**src/rtl/block_rms_calculator_defines.svh**
```systemverilog
// ----------------------------------------------------------------------------
// block_rms_calculator_defines.svh
// Assertion macros used by the block RMS calculator back end (brms_back).
// ----------------------------------------------------------------------------
`ifndef BLOCK_RMS_CALCULATOR_DEFINES_SVH
`define BLOCK_RMS_CALCULATOR_DEFINES_SVH

// pre holds in a cycle -> post holds in the same cycle
`define BRMS_ASSERT_SAME(label, pre, post) \
    label: assert property (@(posedge clk) disable iff (!rst_n) (pre) |-> (post)) \
        else $error("block_rms_calculator same-cycle check failed");

// pre holds in a cycle -> post holds in the next cycle
`define BRMS_ASSERT_NEXT(label, pre, post) \
    label: assert property (@(posedge clk) disable iff (!rst_n) (pre) |=> (post)) \
        else $error("block_rms_calculator next-cycle check failed");

`endif

```
**src/rtl/brms_pkg.sv**
```systemverilog
// ----------------------------------------------------------------------------
// brms_pkg
// Widths, types and state codes of the block RMS calculator.
// ----------------------------------------------------------------------------
package brms_pkg;

    localparam int SAMPLE_BITS = 16;
    localparam int COUNT_BITS  = 16;
    localparam int SUM_BITS    = 2 * SAMPLE_BITS + COUNT_BITS - 1;
    // a mean never exceeds the largest square, 2^(2*SAMPLE_BITS-2)
    localparam int MEAN_BITS   = 2 * SAMPLE_BITS - 1;
    localparam int ROOT_BITS   = SAMPLE_BITS;
    localparam int RAD_BITS    = 2 * ROOT_BITS;
    // root remainder width
    localparam int SREM_BITS   = ROOT_BITS + 2;
    localparam int STEP_BITS   = $clog2(SUM_BITS);

    localparam int QUEUE_DEPTH = 2;
    localparam int QPTR_BITS   = $clog2(QUEUE_DEPTH);
    localparam int QFILL_BITS  = $clog2(QUEUE_DEPTH + 1);

    localparam logic [COUNT_BITS-1:0] LEN_RESET = COUNT_BITS'(256);

    // one finished block, handed from the front end to the back end
    typedef struct packed {
        logic [SUM_BITS-1:0]   sum;
        logic [COUNT_BITS-1:0] count;
    } block_t;

    typedef enum logic [2:0] {
        ST_IDLE = 3'b001,
        ST_DIV  = 3'b010,
        ST_SQRT = 3'b100
    } back_state_t;

endpackage

```
**src/rtl/block_rms_calculator.sv**
```systemverilog
// ----------------------------------------------------------------------------
// block_rms_calculator
// Block RMS of a Q15 sample stream: floor(sqrt(floor(sum of squares / n))).
// ----------------------------------------------------------------------------
// Samples are taken one per cycle while in_stall is low; squaring and
// accumulation run in a two-stage front end. When block_length samples
// have been summed (zero counts as one), the sum and count go into a
// two-entry queue. The back end takes one block at a time: it loads the
// block, runs a bit-serial division and then a square root. That back-end
// time per block sets the sustained rate: the input stalls when the queue
// holds two pending blocks and a third one closes, which short blocks or
// a stalled output can bring about.
// block_length is written through cfg_valid/cfg_ready (always ready) and
// takes effect for the next sample; a value at or below the current count
// closes the block on the next sample.
module block_rms_calculator (
    input  logic                                    clk,
    input  logic                                    rst_n,
    input  logic                                    in_valid,
    output logic                                    in_stall,
    input  logic signed [brms_pkg::SAMPLE_BITS-1:0] sample,
    output logic                                    out_valid,
    input  logic                                    out_stall,
    output logic [brms_pkg::SAMPLE_BITS-1:0]        rms_value,
    input  logic                                    cfg_valid,
    output logic                                    cfg_ready,
    input  logic [brms_pkg::COUNT_BITS-1:0]         block_length
);

    logic             push_valid;
    brms_pkg::block_t push_data;
    logic             q_full;
    logic             q_valid;
    logic             pop;
    brms_pkg::block_t head;

    assign cfg_ready = 1'b1;

    brms_front u_front (
        .clk          (clk),
        .rst_n        (rst_n),
        .in_valid     (in_valid),
        .in_stall     (in_stall),
        .sample       (sample),
        .cfg_valid    (cfg_valid),
        .block_length (block_length),
        .push_valid   (push_valid),
        .push_data    (push_data),
        .q_full       (q_full)
    );

    brms_queue u_queue (
        .clk        (clk),
        .rst_n      (rst_n),
        .push_valid (push_valid),
        .push_data  (push_data),
        .q_full     (q_full),
        .q_valid    (q_valid),
        .pop        (pop),
        .head       (head)
    );

    brms_back u_back (
        .clk       (clk),
        .rst_n     (rst_n),
        .q_valid   (q_valid),
        .head      (head),
        .pop       (pop),
        .out_valid (out_valid),
        .out_stall (out_stall),
        .rms_value (rms_value)
    );

endmodule

```
**src/rtl/brms_front.sv**
```systemverilog
// ----------------------------------------------------------------------------
// brms_front
// Takes samples, squares them, accumulates the block sum and count, and
// pushes each finished block into the queue.
// ----------------------------------------------------------------------------
module brms_front (
    input  logic                                clk,
    input  logic                                rst_n,
    input  logic                                in_valid,
    output logic                                in_stall,
    input  logic signed [brms_pkg::SAMPLE_BITS-1:0] sample,
    input  logic                                cfg_valid,
    input  logic [brms_pkg::COUNT_BITS-1:0]     block_length,
    output logic                                push_valid,
    output brms_pkg::block_t                    push_data,
    input  logic                                q_full
);

    logic [brms_pkg::COUNT_BITS-1:0]   len_reg;
    logic [brms_pkg::COUNT_BITS-1:0]   count_reg;
    logic [brms_pkg::SUM_BITS-1:0]     sum_reg;
    logic                              sq_valid_reg;
    logic                              sq_end_reg;
    logic [brms_pkg::MEAN_BITS-1:0]    sq_reg;
    logic [brms_pkg::COUNT_BITS-1:0]   sq_count_reg;

    logic                              accept;
    logic                              stuck;
    logic [brms_pkg::COUNT_BITS-1:0]   len_eff;
    logic [brms_pkg::COUNT_BITS:0]     count_inc;
    logic                              block_end;
    logic signed [2*brms_pkg::SAMPLE_BITS-1:0] product;
    logic [brms_pkg::SUM_BITS-1:0]     sum_next;

    // a zero length behaves as one
    assign len_eff   = (len_reg == '0) ? brms_pkg::COUNT_BITS'(1) : len_reg;
    assign count_inc = {1'b0, count_reg} + (brms_pkg::COUNT_BITS+1)'(1);
    assign block_end = count_inc >= {1'b0, len_eff};

    assign product   = sample * sample;

    // stage 2 only holds when a finished block finds the queue full
    assign stuck     = sq_valid_reg && sq_end_reg && q_full;
    assign in_stall  = stuck;
    assign accept    = in_valid && !stuck;

    assign sum_next  = sum_reg + brms_pkg::SUM_BITS'(sq_reg);

    assign push_valid      = sq_valid_reg && sq_end_reg && !q_full;
    assign push_data.sum   = sum_next;
    assign push_data.count = sq_count_reg;

    always_ff @(posedge clk or negedge rst_n)
    begin
        if (!rst_n)
        begin
            len_reg      <= brms_pkg::LEN_RESET;
            count_reg    <= '0;
            sum_reg      <= '0;
            sq_valid_reg <= 1'b0;
            sq_end_reg   <= 1'b0;
        end
        else
        begin
            if (cfg_valid)
            begin
                len_reg <= block_length;
            end

            if (sq_valid_reg && !stuck)
            begin
                sum_reg <= sq_end_reg ? '0 : sum_next;
            end

            if (accept)
            begin
                count_reg    <= block_end ? '0 : count_inc[brms_pkg::COUNT_BITS-1:0];
                sq_valid_reg <= 1'b1;
                sq_end_reg   <= block_end;
            end
            else if (!stuck)
            begin
                sq_valid_reg <= 1'b0;
            end
        end
    end

    always_ff @(posedge clk)
    begin
        if (accept)
        begin
            sq_reg       <= product[brms_pkg::MEAN_BITS-1:0];
            sq_count_reg <= count_inc[brms_pkg::COUNT_BITS-1:0];
        end
    end

endmodule

```
**src/rtl/brms_queue.sv**
```systemverilog
// ----------------------------------------------------------------------------
// brms_queue
// Short FIFO of finished blocks between the front end and the back end.
// ----------------------------------------------------------------------------
module brms_queue (
    input  logic             clk,
    input  logic             rst_n,
    input  logic             push_valid,
    input  brms_pkg::block_t push_data,
    output logic             q_full,
    output logic             q_valid,
    input  logic             pop,
    output brms_pkg::block_t head
);

    brms_pkg::block_t                 entry_reg [brms_pkg::QUEUE_DEPTH];
    logic [brms_pkg::QPTR_BITS-1:0]   wr_ptr_reg;
    logic [brms_pkg::QPTR_BITS-1:0]   rd_ptr_reg;
    logic [brms_pkg::QFILL_BITS-1:0]  fill_reg;

    logic do_push;
    logic do_pop;

    assign q_full  = fill_reg == brms_pkg::QFILL_BITS'(brms_pkg::QUEUE_DEPTH);
    assign q_valid = fill_reg != '0;
    assign head    = entry_reg[rd_ptr_reg];
    assign do_push = push_valid && !q_full;
    assign do_pop  = pop && q_valid;

    function automatic logic [brms_pkg::QPTR_BITS-1:0] ptr_inc(
        input logic [brms_pkg::QPTR_BITS-1:0] p
    );
        if (p == brms_pkg::QPTR_BITS'(brms_pkg::QUEUE_DEPTH - 1))
            return '0;
        return p + brms_pkg::QPTR_BITS'(1);
    endfunction

    always_ff @(posedge clk or negedge rst_n)
    begin
        if (!rst_n)
        begin
            wr_ptr_reg <= '0;
            rd_ptr_reg <= '0;
            fill_reg   <= '0;
        end
        else
        begin
            if (do_push)
            begin
                wr_ptr_reg <= ptr_inc(wr_ptr_reg);
            end
            if (do_pop)
            begin
                rd_ptr_reg <= ptr_inc(rd_ptr_reg);
            end
            if (do_push && !do_pop)
            begin
                fill_reg <= fill_reg + brms_pkg::QFILL_BITS'(1);
            end
            else if (do_pop && !do_push)
            begin
                fill_reg <= fill_reg - brms_pkg::QFILL_BITS'(1);
            end
        end
    end

    always_ff @(posedge clk)
    begin
        if (do_push)
        begin
            entry_reg[wr_ptr_reg] <= push_data;
        end
    end

endmodule

```
**src/rtl/brms_back.sv**
```systemverilog
// ----------------------------------------------------------------------------
// brms_back
// Per block: restoring divide of the sum by the count, one quotient bit a
// cycle, then a digit-by-digit square root, two radicand bits a cycle, its last step waiting while a result is held.
// ----------------------------------------------------------------------------
`include "block_rms_calculator_defines.svh"

module brms_back (
    input  logic                               clk,
    input  logic                               rst_n,
    input  logic                               q_valid,
    input  brms_pkg::block_t                   head,
    output logic                               pop,
    output logic                               out_valid,
    input  logic                               out_stall,
    output logic [brms_pkg::SAMPLE_BITS-1:0]   rms_value
);

    brms_pkg::back_state_t             state_reg, state_next;
    logic [brms_pkg::STEP_BITS-1:0]    step_reg;
    logic [brms_pkg::SUM_BITS-1:0]     quo_reg;
    logic [brms_pkg::COUNT_BITS-1:0]   rem_reg;
    logic [brms_pkg::COUNT_BITS-1:0]   div_reg;
    logic [brms_pkg::RAD_BITS-1:0]     rad_reg;
    logic [brms_pkg::SREM_BITS-1:0]    srem_reg;
    logic [brms_pkg::ROOT_BITS-1:0]    root_reg;
    logic                              out_valid_reg;
    logic [brms_pkg::SAMPLE_BITS-1:0]  rms_value_reg;

    logic [brms_pkg::COUNT_BITS:0]     div_shift;
    logic                              div_ge;
    logic [brms_pkg::COUNT_BITS:0]     div_sub;
    logic [brms_pkg::SREM_BITS+1:0]    sq_shift;
    logic [brms_pkg::SREM_BITS+1:0]    sq_trial;
    logic                              sq_ge;
    logic [brms_pkg::SREM_BITS+1:0]    sq_sub;
    logic [brms_pkg::ROOT_BITS-1:0]    root_next;
    logic                              out_busy;
    logic                              last_step;
    logic                              sq_hold;
    logic                              res_load;

    assign out_busy  = out_valid_reg && out_stall;
    assign last_step = step_reg == '0;

    assign div_shift = {rem_reg, quo_reg[brms_pkg::SUM_BITS-1]};
    assign div_ge    = div_shift >= {1'b0, div_reg};
    assign div_sub   = div_shift - {1'b0, div_reg};

    assign sq_shift  = {srem_reg, rad_reg[brms_pkg::RAD_BITS-1 -: 2]};
    assign sq_trial  = {(brms_pkg::SREM_BITS-brms_pkg::ROOT_BITS)'(0), root_reg, 2'b01};
    assign sq_ge     = sq_shift >= sq_trial;
    assign sq_sub    = sq_shift - sq_trial;
    assign root_next = {root_reg[brms_pkg::ROOT_BITS-2:0], sq_ge};

    // the last root step waits while the previous result is still held
    assign sq_hold   = last_step && out_busy;
    assign res_load  = (state_reg == brms_pkg::ST_SQRT) && last_step && !sq_hold;

    assign pop       = (state_reg == brms_pkg::ST_IDLE) && q_valid;
    assign out_valid = out_valid_reg;
    assign rms_value = rms_value_reg;

    always_comb
    begin
        state_next = state_reg;
        unique case (state_reg)
            brms_pkg::ST_IDLE:
            begin
                if (q_valid)
                    state_next = brms_pkg::ST_DIV;
            end
            brms_pkg::ST_DIV:
            begin
                if (last_step)
                    state_next = brms_pkg::ST_SQRT;
            end
            brms_pkg::ST_SQRT:
            begin
                if (last_step && !out_busy)
                    state_next = brms_pkg::ST_IDLE;
            end
            default:
            begin
                state_next = brms_pkg::ST_IDLE;
            end
        endcase
    end

    always_ff @(posedge clk or negedge rst_n)
    begin
        if (!rst_n)
        begin
            state_reg     <= brms_pkg::ST_IDLE;
            step_reg      <= '0;
            out_valid_reg <= 1'b0;
        end
        else
        begin
            state_reg <= state_next;
            if (res_load)
            begin
                out_valid_reg <= 1'b1;
            end
            else if (out_valid_reg && !out_stall)
            begin
                out_valid_reg <= 1'b0;
            end
            unique case (state_reg)
                brms_pkg::ST_IDLE:
                begin
                    step_reg <= brms_pkg::STEP_BITS'(brms_pkg::SUM_BITS - 1);
                end
                brms_pkg::ST_DIV:
                begin
                    step_reg <= last_step ? brms_pkg::STEP_BITS'(brms_pkg::ROOT_BITS - 1)
                                          : step_reg - brms_pkg::STEP_BITS'(1);
                end
                brms_pkg::ST_SQRT:
                begin
                    if (!sq_hold && !last_step)
                        step_reg <= step_reg - brms_pkg::STEP_BITS'(1);
                end
                default:
                begin
                    step_reg <= '0;
                end
            endcase
        end
    end

    always_ff @(posedge clk)
    begin
        unique case (state_reg)
            brms_pkg::ST_IDLE:
            begin
                quo_reg <= head.sum;
                div_reg <= head.count;
                rem_reg <= '0;
            end
            brms_pkg::ST_DIV:
            begin
                quo_reg <= {quo_reg[brms_pkg::SUM_BITS-2:0], div_ge};
                rem_reg <= div_ge ? div_sub[brms_pkg::COUNT_BITS-1:0]
                                  : div_shift[brms_pkg::COUNT_BITS-1:0];
                if (last_step)
                begin
                    // the full quotient lands in quo_reg only after this step; take it from
                    // the final shift so the root can start at once
                    rad_reg  <= brms_pkg::RAD_BITS'(
                        {quo_reg[brms_pkg::MEAN_BITS-2:0], div_ge});
                    srem_reg <= '0;
                    root_reg <= '0;
                end
            end
            brms_pkg::ST_SQRT:
            begin
                if (!sq_hold)
                begin
                    rad_reg  <= {rad_reg[brms_pkg::RAD_BITS-3:0], 2'b00};
                    srem_reg <= sq_ge ? sq_sub[brms_pkg::SREM_BITS-1:0]
                                      : sq_shift[brms_pkg::SREM_BITS-1:0];
                    root_reg <= root_next;
                    if (last_step)
                        rms_value_reg <= root_next;
                end
            end
            default:
            begin
                rem_reg <= '0;
            end
        endcase
    end

    `BRMS_ASSERT_SAME(a_div_nonzero, state_reg == brms_pkg::ST_DIV, div_reg != '0)
    `BRMS_ASSERT_SAME(a_rem_below_div, state_reg == brms_pkg::ST_DIV, rem_reg < div_reg)
    `BRMS_ASSERT_NEXT(a_result_loaded, state_reg == brms_pkg::ST_SQRT && last_step && !out_busy, out_valid_reg && state_reg == brms_pkg::ST_IDLE)

endmodule

```
**config.mk**
```make
export PLATFORM = sky130hd
export DESIGN_NAME = block_rms_calculator
export DESIGN_NICKNAME = d
export VERILOG_FILES = /design/src/rtl/brms_pkg.sv /design/src/rtl/block_rms_calculator.sv /design/src/rtl/brms_front.sv /design/src/rtl/brms_queue.sv /design/src/rtl/brms_back.sv
export VERILOG_INCLUDE_DIRS = /design/src /design/src/rtl
export SDC_FILE = /design/constraint.sdc
export NUM_CORES = 1
export LEC_CHECK = 0
export ABC_AREA = 0
export BUFFER_PORTS_ARGS = -buffer_cell sky130_fd_sc_hd__buf_2
export CORE_AREA = 3 3 228 230
export CTS_BUF_LIST = sky130_fd_sc_hd__clkbuf_4
export CTS_CLUSTER_DIAMETER = 150
export DETAILED_ROUTE_END_ITERATION = 16
export DIE_AREA = 0 0 231 233
export MAX_ROUTING_LAYER = met4
export PLACE_DENSITY = 0.83
export RECOVER_POWER = 100
export SETUP_SLACK_MARGIN = 0.4
export SLEW_MARGIN = 20
export SYNTH_ARGS = -nofsm -noshare
export SYNTH_HDL_FRONTEND = slang
export SYNTH_HIERARCHICAL = 1
export SYNTH_SLANG_ARGS = --single-unit
```
**constraint.sdc**
```tcl
create_clock -name clk -period 4.74 [get_ports clk]
set_input_delay 0.948 -clock clk [delete_from_list [all_inputs] [get_ports clk]]
set_output_delay 0.948 -clock clk [all_outputs]
set_load 0.01 [all_outputs]
```
==> results of run 1 <==
## through the flow
| step | cells | cell area [µm²] |
|---|---|---|
| 2_1_floorplan | 2792 | 30470 |
| 3_3_place_gp | 3606 | 32350 |
| 3_5_place_dp | 3606 | 32350 |
| 4_1_cts | 3821 | 34490 |
| 5_1_grt | 3839 | 34690 |
| 6_report | 3839 | 34690 |
## worst max-delay path, cell delays in order
cell and delay (ns):
buf_12 0.11, and2_4 0.16, fa_1 0.52, inv_2 0.04
fa_1 0.54, fa_2 0.44, fa_1 0.52, inv_1 0.05
fa_1 0.50, inv_2 0.05, fa_1 0.53, inv_2 0.05
ha_4 0.32, nand3_4 0.11, nor2_4 0.12, a21oi_2 0.08
a311oi_4 0.39, a221oi_2 0.11, buf_4 0.18, o311ai_4 0.24
a21oi_2 0.10, xnor2_1 0.14
## cells by family after synthesis
kind of cell	synth area share
AOI/OAI and AO/OA	0.09883
xor gates and xnor gates	0.03702
adders and majority gates	0.2256
buffers and inverters	0.07001
DFF	0.4120
muxes	0.03644
other	0.0001248
and+or+nand+nor	0.1199
## layout make-up
type	instances	area, µm²	share of cell area
antenna	4	10.01	0.0002886
clock buffer	151	1134	0.03268
clock inverter	44	322.8	0.009307
inverter	421	1590	0.04585
multi-input combinational	1846	16220	0.4677
sequential	428	12380	0.3569
tap	672	840.8	0.02424
timing repair buffer	273	2186	0.06302
## worst max path at each step
stage	start	to	slack (ns)	cells past startpoint
after detailed placement	sample[9]	u_front/sq_reg[28]$_DFFE_PP_	-1.88	21
final	sample[9]	u_front/sq_reg[30]$_DFFE_PP_	-0.96	22
after floorplan	sample[1]	u_front/sq_reg[29]$_DFFE_PP_	-1.54	22
after global placement	sample[11]	u_front/sq_reg[29]$_DFFE_PP_	-1.73	22
after CTS	sample[15]	u_front/sq_reg[30]$_DFFE_PP_	-0.91	21
after global routing	sample[15]	u_front/sq_reg[30]$_DFFE_PP_	-1.03	22
## Yosys cell counts, types with 10 or more instances
| cell | instances |
|---|---|
| o211ai_1 | 15 |
| nor2b_1 | 18 |
| a31oi_1 | 12 |
| nand2b_1 | 16 |
| edfxtp_1 | 333 |
| and2_1 | 50 |
| fa_1 | 233 |
| o21a_1 | 16 |
| a21o_1 | 27 |
| o21ai_1 | 23 |
| xor2_1 | 36 |
| inv_1 | 418 |
| nor2_1 | 130 |
| and3_1 | 31 |
| nand4_1 | 16 |
| mux2_4 | 59 |
| a21oi_1 | 116 |
| mux2i_1 | 13 |
| o21bai_1 | 10 |
| o31ai_1 | 11 |
| a22o_1 | 30 |
| nand2_1 | 437 |
| ha_1 | 169 |
| o21ai_0 | 79 |
| dfrtp_1 | 93 |
| clkbuf_1 | 67 |
| nand3_1 | 51 |
| buf_2 | 11 |
| a211oi_1 | 17 |
| nor3_1 | 16 |
| xnor2_1 | 91 |
## routing by layer
| layer | share of wire | vias to the layer above | wire [µm] |
|---|---|---|---|
| met5 | 0 | - | 0 |
| met4 | 0.030 | 0 | 2014 |
| met3 | 0.047 | 172 | 3198 |
| met2 | 0.52 | 746 | 35170 |
| met1 | 0.40 | 10574 | 27120 |
| li1 | - | 10003 | - |
## timing repair
item | in CTS | in global routing
resized for setup | 122 | 112
cloned | 0 | 2
setup endpoints to repair | 23 | 23
setup buffers | 20 | 11
pin swaps | 85 | 101
==> results.md, run 1 <==
- Initial drt markers: 1633
- CTS tree: built
- Most common cell after layout, fill and taps aside: nand2_1
- Setup TNS: -14.30 ns
- # H-tree levels: 3
- Synth top area share: 0.3328
- Global-route wire length before repair: 109.3 mm
- Worst Path Max Fanout: 5
- CP Launch Type: input pin
- Via/cell ratio: 5.599
- Worst Hold Path EP: u_front/len_reg[8]$_DFFE_PN1P_
- DRT Wirelength: 67.50 mm
- Routed Antenna Nets: 0
- Chip Width: 231 µm
- Final Util: 0.6928
- Clk buf depth: 3
- Final Skew: 0.04886 ns
- DIE HEIGHT: 233 µm
- Hold path cells: 3
- Status: finished with violations
- Synth-to-Final Area Change: 15.45%
- Most frequent cells in the layout: nand2_1, inv_1, edfxtp_1, fa_1, buf_4
- Hold Path Origin: block_length[8]
- Min-Delay Path Class: input pin to flip-flop
- R2R depth: 5
- DP Worst Slack: -1.876 ns
- Drt drc: 0
- M3 GR Usage: 0.03563
- Fillers: 3507
- Hpwl dp: 48.00 mm
- Starting density of the core: 0.6001
- RR Endpoint: u_queue/entry_reg[0][19]$_DFFE_PP_
- Met2 Use GR: 0.4465
- Most used routing layer: met2
- Fin. max-slew vios: 461
- Critical Path AT: 6.26 ns
- Vias in the first global route: 22729
- Cells after synthesis: 2792
- Num CTS Buffers: 103
- Share of cells above drive strength 1: 0.2061
- Most area-consuming cells after synthesis: edfxtp_1, fa_1, dfrtp_1, ha_1, nand2_1
- CP endpoint kind: flip-flop
- Largest net degree at the start of global routing: 67
- Root Buffer: clkbuf_4
- GR Util met1: 0.3025
- Synth warn: 6
- Initial antenna violation count: 2
- Worst Tran Pin Value: 3.215 ns
- EDFF count, synth: 333
- CP Class: input pin to flip-flop
- Max frequency: 0.1754 GHz
- First-pass DRT Iterations: 6
- Final setup fails: 20
- Final #Nets: 3512
- Ys flop type: edfxtp_1
- Slew Limit Headroom: -1.143
- Core Box Area: 50070 µm²
- Clk pin slew, worst setup/hold paths: 0.07 ns
- Die Area: 53820 µm²
- Failing checks: max-capacitance violations, max-slew violations, negative setup slack
- # IOs: 56
- Unrepaired setup endpoints after global routing: yes
- Post-synth ARST share: 0.2220
- Count of different cell masters after synthesis: 101
- Via count: 21495
- GP Congestion: 0.9464
- Post-Syn Nets: 3231
- IO Port Bufs: 54
- Final hold vios: 0
- Max_cap viols: 12
- Seq cells post-synth: 428
- Post-synth top area cell: edfxtp_1
- Sink Count: 428
- Cts hold-fix bufs: 0
- Fin crit share: 1.203
- Avg Cell Area, Syn: 10.76 µm²
- Num rows: 82
- Total GRT Usage: 0.2556
- Post-Syn Area: 30040 µm²
- CP required: 5.30 ns
- Min Tclk post-route: 5.700 ns
- Critical R2R Launch: u_front/sq_end_reg$_DFFE_PN0P_
- Grt total ovfl: 0
- Final worst slack: -0.9603 ns
- Min Hold Slack: 0.3384 ns
- Clk_lat worst skew: 0.81 ns
- Number of flip-flops in the largest register: 126
- Reg2Reg Setup Slack: 0.13 ns
- Routed length per placed instance: 17.58 µm
- Sequential area share after synthesis: 0.4120
Power of run 1 is not shown: default switching activity piles up to over one toggle a cycle in this logic, so the estimate is an artifact.
==> run 2: changes to the inputs <==
--- a/config.mk
+++ b/config.mk
@@ -7,12 +7,12 @@
 export NUM_CORES = 1
 export LEC_CHECK = 0
 export ABC_AREA = 0
-export BUFFER_PORTS_ARGS = -buffer_cell sky130_fd_sc_hd__buf_2
-export CORE_AREA = 3 3 228 230
+export CORE_AREA = 3 3 226 228
 export CTS_BUF_LIST = sky130_fd_sc_hd__clkbuf_4
 export CTS_CLUSTER_DIAMETER = 150
 export DETAILED_ROUTE_END_ITERATION = 16
-export DIE_AREA = 0 0 231 233
+export DIE_AREA = 0 0 229 231
+export DONT_BUFFER_PORTS = 1
 export MAX_ROUTING_LAYER = met4
 export PLACE_DENSITY = 0.83
 export RECOVER_POWER = 100
==> run 2 against run 1 <==
Compared with the run above: the run still ends with max-capacitance violations, max-slew violations, negative setup slack left; non-clock buffer count shrank 78; first-iteration DRC count decreased by 7.9%; count of clock-buffer cells in the layout is 10 lower; worst hold slack worse by 0.095 ns; fmax up 2.0%; critical endpoint is now u_front/sq_reg[18]$_DFFE_PP_; largest cell class unchanged.
==> results.md, run 2 (same netlist as run 1, synthesis figures left out) <==
- Final instance area: 33670 µm² (-2.9%)
- Routed length per placed instance: 17.50 µm (-0.46%)
- Worst path slowest cell: fa_1
- DIE HEIGHT: 231 µm (-0.86%)
- Min Tclk post-route: 5.588 ns (-0.1119 ns)
- Vias in the first global route: 22426 (-1.3%)
- Num CTS Buffers: 99 (-3.9%)
- Hpwl dp: 47.20 mm (-1.7%)
- Via count: 20968 (-2.5%)
- Worst path bufs/invs: 5 (-1)
- Number of flip-flops in the largest register: 126 (unchanged)
- Worst Path Max Fanout: 14 (+9)
- Most common cell on crit path: fa_1
- Share of cells above drive strength 1: 0.1726 (-0.03349)
- Crit path cell chain: and2_4, fa_1, inv_2, fa_1, fa_2, fa_1, inv_1, fa_1, inv_2, fa_1, inv_2, ha_4, nand2_1, nor2_1, a211oi_2, a311oi_4, buf_4, a21o_1, a311o_1, a21oi_2, xnor2_1
- IO Port Bufs: 0 (-100%)
- Worst Hold Path EP: u_front/len_reg[13]$_DFFE_PN0P_
- Starting density of the core: 0.6125 (+0.01243)
- Final setup fails: 19 (-5.0%)
- R2R depth: 3 (-2)
- CP endpoint kind: flip-flop
- Fillers: 3538 (+0.88%)
- Failing checks: max-capacitance violations, max-slew violations, negative setup slack
- Final worst slack: -0.8485 ns (+0.1119 ns)
- FF+latch area: 12380 µm² (unchanged)
- Reg2Reg Setup Slack: 0.08 ns (-0.05 ns)
- Multi-input logic area: 16030 µm² (-1.2%)
- Chip Width: 229 µm (-0.87%)
- Hold path cells: 1 (-2)
- Clk buf depth: 3 (unchanged)
- Core Box Area: 49050 µm² (-2.0%)
- CP required: 5.27 ns (-0.03 ns)
- # H-tree levels: 3 (unchanged)
- Fin. max-slew vios: 406 (-12%)
- Largest net degree at the start of global routing: 95 (+42%)
- Slew Limit Headroom: -0.8882 (+0.2550)
- Hold Path Origin: cfg_valid
- Min-Delay Path Class: input pin to flip-flop
- Via/cell ratio: 5.612 (+0.24%)
- Clk pin slew, worst setup/hold paths: 0.07 ns (about the same)
- Max frequency: 0.1789 GHz (+2.0%)
- DRT Wirelength: 65.39 mm (-3.1%)
- Total GRT Usage: 0.2539 (-0.001712)
- CP Class: input pin to flip-flop
- Global-route wire length before repair: 107.7 mm (-1.5%)
- Most frequent cells in the layout: nand2_1, inv_1, edfxtp_1, fa_1, buf_4
- Status: finished with violations
- Worst Tran Pin Value: 2.832 ns (-0.3825 ns)
- GP Congestion: 0.9375 (-0.94%)
- RR Endpoint: u_back/quo_reg[8]$_DFFE_PN_
- CTS tree: built
- Initial antenna violation count: 2 (unchanged)
- # IOs: 56 (unchanged)
- First-pass DRT Iterations: 6 (unchanged)
- Placed Area: 31840 µm² (-1.6%)
- Fin cells: 3736 (-2.7%)
- Final #Nets: 3430 (-2.3%)
- Num rows: 81 (-1.2%)
- Max_cap viols: 9 (-3)
- Critical R2R Launch: u_back/state_reg[0]$_DFFE_PN1P_
- Final Skew: 0.05550 ns (+0.006640 ns)
- Die Area: 52900 µm² (-1.7%)
- Root Buffer: clkbuf_4
- Worst path top cell family by delay: adder cells
- Slowest stage delay, CP: 0.54 ns (about the same)
- Drt drc: 0 (unchanged)
- Critical Path AT: 6.12 ns (-0.14 ns)
- Initial drt markers: 1504 (-7.9%)
- Most common cell after layout, fill and taps aside: nand2_1
- CP Launch Type: input pin
- Sink Count: 428 (unchanged)
- Unrepaired setup endpoints after global routing: yes
- Grt total ovfl: 0 (unchanged)
- Routed Antenna Nets: 0 (unchanged)
- Final hold vios: 0 (unchanged)
- Clk_lat worst skew: 0.82 ns (about the same)
- Synth-to-Final Area Change: 12.07%
- Placed insts: 3518 (-2.4%)
- Fin crit share: 1.179 (-0.02360)
## run 2: cell type report
type,instances,area share
diodes,2,0.0001486
clock buffers,141,0.03144
clock inverters,39,0.008101
inverters,421,0.04760
multi-input cells,1846,0.4762
flip-flops and latches,428,0.3677
well taps,664,0.02467
repair buffers,195,0.04418
## run 2: timing repair
action | 4_1_cts | 5_1_grt
setup buffers | 19 | 14
hold endpoints to repair | 94 | 0
cloned | 0 | 0
resized for setup | 95 | 46
pin swaps | 93 | 66
hold buffers | 2 | 0
endpoints found under the setup margin | 20 | 27
## run 2: stage by stage
step | hold WS [ns] | util | setup WS, ns | setup TNS, ns
after global routing | 0.1768 | 0.6864 | -0.9206 | -36.89
after detailed placement | 0.4318 | 0.6491 | -1.725 | -27.65
after global placement | 0.4245 | 0.6491 | -1.555 | -25.23
final | 0.2430 | 0.6864 | -0.8485 | -11.14
after CTS | 0.1565 | 0.6880 | -0.7020 | -8.615
after floorplan | 0.4215 | - | -1.545 | -24.08
## run 2: worst max-delay path by stage
stage	startpoint	to	cells after the start
global route	sample[2]	u_front/sq_reg[28]$_DFFE_PP_	23
floorplan	sample[1]	u_front/sq_reg[29]$_DFFE_PP_	22
detailed placement	sample[2]	u_front/sq_reg[30]$_DFFE_PP_	21
finish	sample[10]	u_front/sq_reg[18]$_DFFE_PP_	21
CTS	sample[1]	u_front/sq_reg[30]$_DFFE_PP_	21
global placement	sample[2]	u_front/sq_reg[29]$_DFFE_PP_	21
## run 2: worst register-to-register path, delay by kind of cell (launching register included)
family	cells	cell delay, ns
DFF	1	0.75
buffers and inverters	1	2.01
and+or+nand+nor	2	1.29
## run 2: metal layers
metal | global-route usage | vias up | wire length (µm)
met1 | 0.3097 | 10318 | 27320
met4 | 0.09157 | 0 | 2025
met3 | 0.03615 | 162 | 3012
met2 | 0.4353 | 669 | 33040
met5 | - | - | 0
li1 | - | 9819 | -
Power of run 2 is left out for the same reason.
